--- src/hdl/smc_pkg.sv ---
// ----------------------------------------------------------------------------
// smc_pkg
// Shared constants, codes and controller/datapath interface types for the
// sample mean and covariance core.
// ----------------------------------------------------------------------------
package smc_pkg;

  localparam int MAX_POINTS  = 1024;
  localparam int MAX_DIMS    = 8;
  localparam int STORE_DEPTH = MAX_POINTS * MAX_DIMS;
  localparam int ADDR_W      = $clog2(STORE_DEPTH);
  localparam int CNT_W       = $clog2(STORE_DEPTH + 1);
  localparam int DIM_W       = 3;

  // Configuration register indexes.
  localparam logic REG_MODE = 1'b0;
  localparam logic REG_DIMS = 1'b1;

  // Mode codes.
  localparam logic [1:0] MODE_MEAN = 2'd0;
  localparam logic [1:0] MODE_VAR  = 2'd1;
  localparam logic [1:0] MODE_COV  = 2'd2;

  typedef enum logic [1:0] {
    ERR_NONE    = 2'd0,
    ERR_EMPTY   = 2'd1,
    ERR_PARTIAL = 2'd2,
    ERR_OVERFLOW = 2'd3
  } err_code_t;

  typedef enum logic [1:0] {
    ACC_HOLD,
    ACC_CLEAR,
    ACC_ADD_COORD,
    ACC_ADD_PROD
  } acc_op_t;

  typedef enum logic {
    DIV_SRC_CNT,
    DIV_SRC_ACC
  } div_src_t;

  typedef enum logic [1:0] {
    OUT_SRC_ZERO,
    OUT_SRC_MEAN,
    OUT_SRC_QUOT
  } out_src_t;

  // Commands from the controller to the datapath.
  typedef struct packed {
    logic             load;
    logic             clear_set;
    logic [ADDR_W-1:0] addr_a;
    logic [ADDR_W-1:0] addr_b;
    acc_op_t          acc_op;
    logic             div_start;
    div_src_t         div_src;
    logic [CNT_W-1:0] div_divisor;
    logic             mean_we;
    logic [DIM_W-1:0] mean_sel;
    logic             load_mj;
    logic             load_mk;
    logic             dev_en;
    logic             mul_en;
    logic             emit;
    out_src_t         out_src;
    logic [DIM_W-1:0] out_row;
    logic [DIM_W-1:0] out_col;
    err_code_t        out_err;
    logic             out_last;
  } smc_cmd_t;

  // Status from the datapath to the controller.
  typedef struct packed {
    logic             full;
    logic             div_done;
    logic             div_rem_zero;
    logic [CNT_W-1:0] div_quot_lo;
    logic             out_free;
  } smc_stat_t;

endpackage

--- src/hdl/smc_ctrl.sv ---
// ----------------------------------------------------------------------------
// smc_ctrl
// Configuration registers and the sequencer that walks the load, mean,
// moment and result phases.
// ----------------------------------------------------------------------------
module smc_ctrl (
  input  logic               clk,
  input  logic               rst_n,
  input  logic               cfg_we,
  input  logic               cfg_index,
  input  logic [3:0]         cfg_data,
  input  logic               in_valid,
  output logic               in_ready,
  input  logic               in_last_of_set,
  output smc_pkg::smc_cmd_t  cmd,
  input  smc_pkg::smc_stat_t stat
);

  typedef enum logic [4:0] {
    ST_LOAD, ST_CHECK, ST_DIVN, ST_M_INIT, ST_M_RD, ST_M_ACC, ST_M_DSTART,
    ST_M_DWAIT, ST_O_INIT, ST_E_MEAN, ST_S_MJ, ST_S_MK, ST_S_RD, ST_S_DEV,
    ST_S_MUL, ST_S_ACC, ST_S_DSTART, ST_S_DWAIT, ST_E_MOM, ST_ERR
  } state_t;

  state_t                         state_r;
  logic [1:0]                     mode_r, run_mode_r;
  logic [3:0]                     dims_r, d_r, dsat;
  logic [smc_pkg::CNT_W-1:0]      np_r, i_r;
  logic [smc_pkg::DIM_W-1:0]      j_r, k_r;
  logic [smc_pkg::ADDR_W-1:0]     addr_a_r, addr_b_r;
  smc_pkg::err_code_t             err_r;
  logic                           j_end, k_end, i_end;

  assign dsat  = (dims_r > 4'(smc_pkg::MAX_DIMS)) ? 4'(smc_pkg::MAX_DIMS) : dims_r;
  assign j_end = ({1'b0, j_r} == d_r - 4'd1);
  assign k_end = ({1'b0, k_r} == d_r - 4'd1);
  assign i_end = (i_r + smc_pkg::CNT_W'(1) == np_r);

  // Commands decoded from the current state.
  always_comb begin
    cmd             = '0;
    cmd.addr_a      = addr_a_r;
    cmd.addr_b      = addr_b_r;
    cmd.acc_op      = smc_pkg::ACC_HOLD;
    cmd.div_src     = smc_pkg::DIV_SRC_ACC;
    cmd.div_divisor = np_r;
    cmd.mean_sel    = j_r;
    cmd.out_src     = smc_pkg::OUT_SRC_ZERO;
    cmd.out_row     = j_r;
    cmd.out_col     = k_r;
    cmd.out_err     = smc_pkg::ERR_NONE;
    in_ready        = 1'b0;
    unique case (state_r)
      ST_LOAD: begin
        in_ready = 1'b1;
        cmd.load = in_valid;
      end
      ST_CHECK: begin
        cmd.clear_set   = 1'b1;
        cmd.div_start   = (dsat != 4'd0) && !stat.full;
        cmd.div_src     = smc_pkg::DIV_SRC_CNT;
        cmd.div_divisor = smc_pkg::CNT_W'(dsat);
      end
      ST_M_INIT:   cmd.acc_op = smc_pkg::ACC_CLEAR;
      ST_M_ACC:    cmd.acc_op = smc_pkg::ACC_ADD_COORD;
      ST_M_DSTART: cmd.div_start = 1'b1;
      ST_M_DWAIT:  cmd.mean_we = stat.div_done;
      ST_E_MEAN: begin
        cmd.emit     = 1'b1;
        cmd.out_src  = smc_pkg::OUT_SRC_MEAN;
        cmd.out_col  = j_r;
        cmd.out_last = j_end;
      end
      ST_S_MJ: cmd.load_mj = 1'b1;
      ST_S_MK: begin
        cmd.mean_sel = k_r;
        cmd.load_mk  = 1'b1;
        cmd.acc_op   = smc_pkg::ACC_CLEAR;
      end
      ST_S_DEV:    cmd.dev_en = 1'b1;
      ST_S_MUL:    cmd.mul_en = 1'b1;
      ST_S_ACC:    cmd.acc_op = smc_pkg::ACC_ADD_PROD;
      ST_S_DSTART: cmd.div_start = 1'b1;
      ST_E_MOM: begin
        cmd.emit     = 1'b1;
        cmd.out_src  = smc_pkg::OUT_SRC_QUOT;
        cmd.out_last = (run_mode_r == smc_pkg::MODE_VAR) ? j_end : (j_end && k_end);
      end
      ST_ERR: begin
        cmd.emit     = 1'b1;
        cmd.out_row  = '0;
        cmd.out_col  = '0;
        cmd.out_err  = err_r;
        cmd.out_last = 1'b1;
      end
      default: cmd.load = 1'b0;
    endcase
  end

  // State, configuration and loop counters.
  always_ff @(posedge clk) begin
    if (!rst_n) begin
      state_r <= ST_LOAD;
      mode_r  <= smc_pkg::MODE_COV;
      dims_r  <= 4'd8;
    end else begin
      if (cfg_we) begin
        if (cfg_index == smc_pkg::REG_MODE) begin
          mode_r <= cfg_data[1:0];
        end else if (cfg_index == smc_pkg::REG_DIMS) begin
          dims_r <= cfg_data;
        end
      end
      unique case (state_r)
        ST_LOAD: begin
          if (in_valid && in_last_of_set) begin
            state_r <= ST_CHECK;
          end
        end
        ST_CHECK: begin
          d_r        <= dsat;
          run_mode_r <= mode_r;
          if (dsat == 4'd0) begin
            err_r   <= smc_pkg::ERR_EMPTY;
            state_r <= ST_ERR;
          end else if (stat.full) begin
            err_r   <= smc_pkg::ERR_OVERFLOW;
            state_r <= ST_ERR;
          end else begin
            state_r <= ST_DIVN;
          end
        end
        ST_DIVN: begin
          if (stat.div_done) begin
            if (!stat.div_rem_zero) begin
              err_r   <= smc_pkg::ERR_PARTIAL;
              state_r <= ST_ERR;
            end else begin
              np_r    <= stat.div_quot_lo;
              j_r     <= '0;
              state_r <= ST_M_INIT;
            end
          end
        end
        ST_M_INIT: begin
          i_r      <= '0;
          addr_a_r <= smc_pkg::ADDR_W'(j_r);
          state_r  <= ST_M_RD;
        end
        ST_M_RD: state_r <= ST_M_ACC;
        ST_M_ACC: begin
          i_r      <= i_r + smc_pkg::CNT_W'(1);
          addr_a_r <= addr_a_r + smc_pkg::ADDR_W'(d_r);
          state_r  <= i_end ? ST_M_DSTART : ST_M_RD;
        end
        ST_M_DSTART: state_r <= ST_M_DWAIT;
        ST_M_DWAIT: begin
          if (stat.div_done) begin
            if (j_end) begin
              state_r <= ST_O_INIT;
            end else begin
              j_r     <= j_r + 3'd1;
              state_r <= ST_M_INIT;
            end
          end
        end
        ST_O_INIT: begin
          j_r     <= '0;
          k_r     <= '0;
          state_r <= (run_mode_r == smc_pkg::MODE_MEAN) ? ST_E_MEAN : ST_S_MJ;
        end
        ST_E_MEAN: begin
          if (stat.out_free) begin
            j_r     <= j_r + 3'd1;
            state_r <= j_end ? ST_LOAD : ST_E_MEAN;
          end
        end
        ST_S_MJ: begin
          i_r      <= '0;
          addr_a_r <= smc_pkg::ADDR_W'(j_r);
          addr_b_r <= smc_pkg::ADDR_W'(k_r);
          state_r  <= ST_S_MK;
        end
        ST_S_MK:  state_r <= ST_S_RD;
        ST_S_RD:  state_r <= ST_S_DEV;
        ST_S_DEV: state_r <= ST_S_MUL;
        ST_S_MUL: state_r <= ST_S_ACC;
        ST_S_ACC: begin
          i_r      <= i_r + smc_pkg::CNT_W'(1);
          addr_a_r <= addr_a_r + smc_pkg::ADDR_W'(d_r);
          addr_b_r <= addr_b_r + smc_pkg::ADDR_W'(d_r);
          state_r  <= i_end ? ST_S_DSTART : ST_S_RD;
        end
        ST_S_DSTART: state_r <= ST_S_DWAIT;
        ST_S_DWAIT: begin
          if (stat.div_done) begin
            state_r <= ST_E_MOM;
          end
        end
        ST_E_MOM: begin
          if (stat.out_free) begin
            if (run_mode_r == smc_pkg::MODE_VAR) begin
              j_r     <= j_r + 3'd1;
              k_r     <= j_r + 3'd1;
              state_r <= j_end ? ST_LOAD : ST_S_MJ;
            end else if (k_end) begin
              j_r     <= j_r + 3'd1;
              k_r     <= '0;
              state_r <= j_end ? ST_LOAD : ST_S_MJ;
            end else begin
              k_r     <= k_r + 3'd1;
              state_r <= ST_S_MJ;
            end
          end
        end
        ST_ERR: begin
          if (stat.out_free) begin
            state_r <= ST_LOAD;
          end
        end
        default: state_r <= ST_LOAD;
      endcase
    end
  end

endmodule

--- config.mk ---
export PLATFORM = sky130hd
export DESIGN_NAME = smc_ctrl
export DESIGN_NICKNAME = d
export VERILOG_FILES = /design/src/hdl/smc_pkg.sv /design/src/hdl/smc_ctrl.sv
export SDC_FILE = /design/constraint.sdc
export NUM_CORES = 1
export LEC_CHECK = 0
export ABC_AREA = 1
export BUFFER_PORTS_ARGS = -buffer_cell sky130_fd_sc_hd__buf_2
export CORE_MARGIN = 5
export CORE_UTILIZATION = 35
export CTS_CLUSTER_SIZE = 24
export DETAILED_ROUTE_END_ITERATION = 8
export HOLD_SLACK_MARGIN = 0.02
export PLACE_DENSITY = 0.6
export SYNTH_ARGS = -nofsm -noshare
export SYNTH_HDL_FRONTEND = slang
export SYNTH_SLANG_ARGS = --single-unit
export TNS_END_PERCENT = 10
--- constraint.sdc ---
create_clock -name clk -period 5.22 [get_ports clk]
set_input_delay 0.783 -clock clk [delete_from_list [all_inputs] [get_ports clk]]
set_output_delay 0.783 -clock clk [all_outputs]
set_load 0.1 [all_outputs]
==> flow_metrics.env <==
export IMPL_status="finished, final reports clean"
export IMPL_synthAdderAreaFrac_pct=3.883
export IMPL_hp_class="flop to flop"
export IMPL_finalSetupTns_ps=0
export IMPL_path_cells="inv_1, nor3_1, inv_1, nor2_2, nor2_1, buf_4, inv_1, buf_2"
export IMPL_cap_violations=0
export IMPL_cts_path_max_buffers=2
export IMPL_cp_start_kind="flop"
export IMPL_antenna_found_initial=0
export IMPL_whs_ps=486.5
export IMPL_cpMostUsedCell="inv_1"
export IMPL_gr_total_overflow=0
export IMPL_syn_inst=630
export IMPL_critPathBufInv=5
export IMPL_syn_num_nets=672
export IMPL_fin_util_pct=42.50
export IMPL_clkTransAtPathRegs_ps=60
export IMPL_grt_pass1_vias=4241
export IMPL_io_pins=95
export IMPL_met1_usage_pct=21.03
export IMPL_wl_mm=12.74
export IMPL_fill_cells=1439
export IMPL_core_area_um2=13830
export IMPL_ys_warn_count=0
export IMPL_dp_slack_ps=2029
export IMPL_globalplace_congestion=0.8876
export IMPL_dr_pass1_iters=5
export IMPL_path_delay_family="buffers and inverters"
export IMPL_route_detailed_drc=0
export IMPL_period_needed_ps=3532
export IMPL_drtIter0Drc=284
export IMPL_port_buffers=94
export IMPL_area_delta_synth_final_pct=19.97
export IMPL_synth_cell_types=41
export IMPL_grt_max_degree=28
export IMPL_dieArea_um2=16460
export IMPL_wl_per_cell_um=13.90
export IMPL_clock_root_buffer="clkbuf_16"
export IMPL_start_util_pct=35.43
export IMPL_synth_top_family_by_area="simple AND/OR/NAND/NOR gates"
export IMPL_slew_viol_final=0
export IMPL_rsz0062_at_grt="no"
export IMPL_min_path_cells=2
export IMPL_clock_sinks=79
export IMPL_post_dp_cell_area_um2=5597
export IMPL_die_width_um=128.3
export IMPL_htree_levels=3
export IMPL_power_density_nw_per_um2=389.1
export IMPL_synth_compound_area_share_pct=9.834
export IMPL_die_h_um=128.3
export IMPL_post_cts_buffers=0
export IMPL_reg2reg_depth=9
export IMPL_async_reset_ff_share_pct=0
export IMPL_num_vias=4418
export IMPL_synthSimpleGateAreaFrac_pct=29.73
export IMPL_n_antenna_cell=0
export IMPL_crit_fanout=20
export IMPL_busiest_layer="met2"
export IMPL_hold_viol_final=0
export IMPL_grt_util_met2_pct=25.13
export IMPL_p_leak_uw=0.002770
export IMPL_fin_area_um2=5877
export IMPL_nets=773
export IMPL_timing_final_crit_share_pct=67.67
export IMPL_worstSkewPairLatency_ps=340
export IMPL_avgSynthCellArea_um2=7.775
export IMPL_fin_ws_ps=1688
export IMPL_cts_resized=0
export IMPL_drive_gt1_share_pct=19.57
export IMPL_critPathKind="flop to primary output"
export IMPL_cp_depth=8
export IMPL_synth_seq_cells=79
export IMPL_crit_path_end_kind="primary output"
export IMPL_max_stage_delay_ps=500
export IMPL_yosys_area_share_xor_xnor_pct=1.430
export IMPL_grt_pass1_wl_mm=20.42
export IMPL_worst_pin_slew_ps=700.9
export IMPL_via_per_inst=4.823
export IMPL_vdd_drop_max_mv=0.2409
export IMPL_rows=43
export IMPL_cts_tree="built"
export IMPL_grt_use_met3_pct=2.583
export IMPL_cts_buffers=9
export IMPL_yosys_most_used_dff="edfxtp_1"
export IMPL_postCtsHoldBufs=0
export IMPL_track_usage_pct=15.64
export IMPL_crit_slowest_cell="buf_2"
export IMPL_fmax_mhz=283.1
export IMPL_synth_edff_count=68
export IMPL_synth_seq_area_share_pct=46.18
export IMPL_muxShareOfSynthArea_pct=0
export IMPL_ant_nets=0
export IMPL_skew_ps=6.172
export IMPL_finalSetupViolCount=0
export IMPL_dp_final_hpwl_mm=10.07
export IMPL_syn_area_um2=4898
export IMPL_worstPathArrival_ps=2750
export IMPL_worstPathRequired_ps=4440
export IMPL_maxSlewHeadroom_pct=52.84
==> cell families (layout without fill, tap and decap cells) <==
| logic type | count (synthesis) | in the layout |
|---|---|---|
| AO/OA/AOI/OAI | 88 | 88 |
| XOR/XNOR | 8 | 8 |
| adder cells (fa/ha/maj) | 14 | 14 |
| buffers and inverters | 114 | 220 |
| flip-flops | 79 | 79 |
| AND/OR/NAND/NOR | 327 | 327 |
==> metal layers <==
layer	routed length, µm	share of wire, %
met1	5947	47
met2	5923	47
met3	618	4.9
met4	245	1.9
met5	0	0
==> cells in the mapped netlist, drive strengths merged (3+ instances only) <==
cell type / instances / area, µm²
o22ai: 3 / 18.77
nand2: 150 / 585.6
nor3: 11 / 55.05
or2: 3 / 18.77
nand3: 50 / 275.3
edfxtp: 68 / 2042
xor2: 3 / 26.28
nand4: 5 / 31.28
xnor2: 5 / 43.79
inv: 106 / 397.9
nor2: 100 / 436.7
and3: 3 / 18.77
ha: 12 / 150.1
a21oi: 38 / 193.9
o21ai: 36 / 183.9
buf: 6 / 32.53
dfxtp: 11 / 220.2
==> report_power, final <==
| part | total [µW] | internal [µW] | switching, µW |
|---|---|---|---|
| sequential | 752 | 720 | 32.1 |
| combinational | 923 | 157 | 766 |
| clock | 612 | 364 | 248 |
| total | 2290 | 1240 | 1050 |
==> cell type report <==
| type | count | area, µm² | share of cell area, % |
|---|---|---|---|
| Clock inverter | 6 | 51.30 | 0.8729 |
| Timing Repair Buffer | 98 | 500.5 | 8.516 |
| Inverter | 106 | 397.9 | 6.770 |
| Sequential cell | 79 | 2262 | 38.49 |
| Tap cell | 180 | 225.2 | 3.832 |
| Clock buffer | 10 | 229.0 | 3.896 |
| Multi-Input combinational cell | 437 | 2211 | 37.62 |
==> worst min-delay path, stage by stage, from the launching register on <==
cell and delay (ps):
dfxtp_1 290, inv_1 80, a21oi_1 70
==> flip-flops by register name, summed over array words and instances, names as in the netlist, 3 cells and up <==
signal / cells
addr_a_r: 13
addr_b_r: 13
d_r: 4
dims_r: 4
i_r: 14
j_r: 3
k_r: 3
np_r: 14
state_r: 5
==> per-stage QoR <==
stage	total power [µW]	cells
global route	2389	916
floorplan	1529	630
finish	2287	916
global placement	1694	900
detailed placement	1686	900
CTS	2302	916
==> placed cells by master (no fill, tap or decap), types with 6 or more instances in the layout <==
master and count:
nor2_2 9, inv_1 104, buf_2 94, o21ai_0 32, ha_1 12, nand2_2 6, a21oi_1 37, nor2_1 87
dfxtp_1 11, nand3_1 45, nand2_1 143, edfxtp_1 68, clkbuf_16 9, nor3_1 11
==> final timing paths <==
path | from | to | slack [ps]
worst max-delay path | state_r[2] | cmd[37] | 1690
worst min-delay path | dims_r[2] | dims_r[2] | 490
worst max register to register | d_r[0] | j_r[2] | 2670
worst min register to register | dims_r[2] | dims_r[2] | 490
No activity file was read; power rests on OpenSTA's default activity.
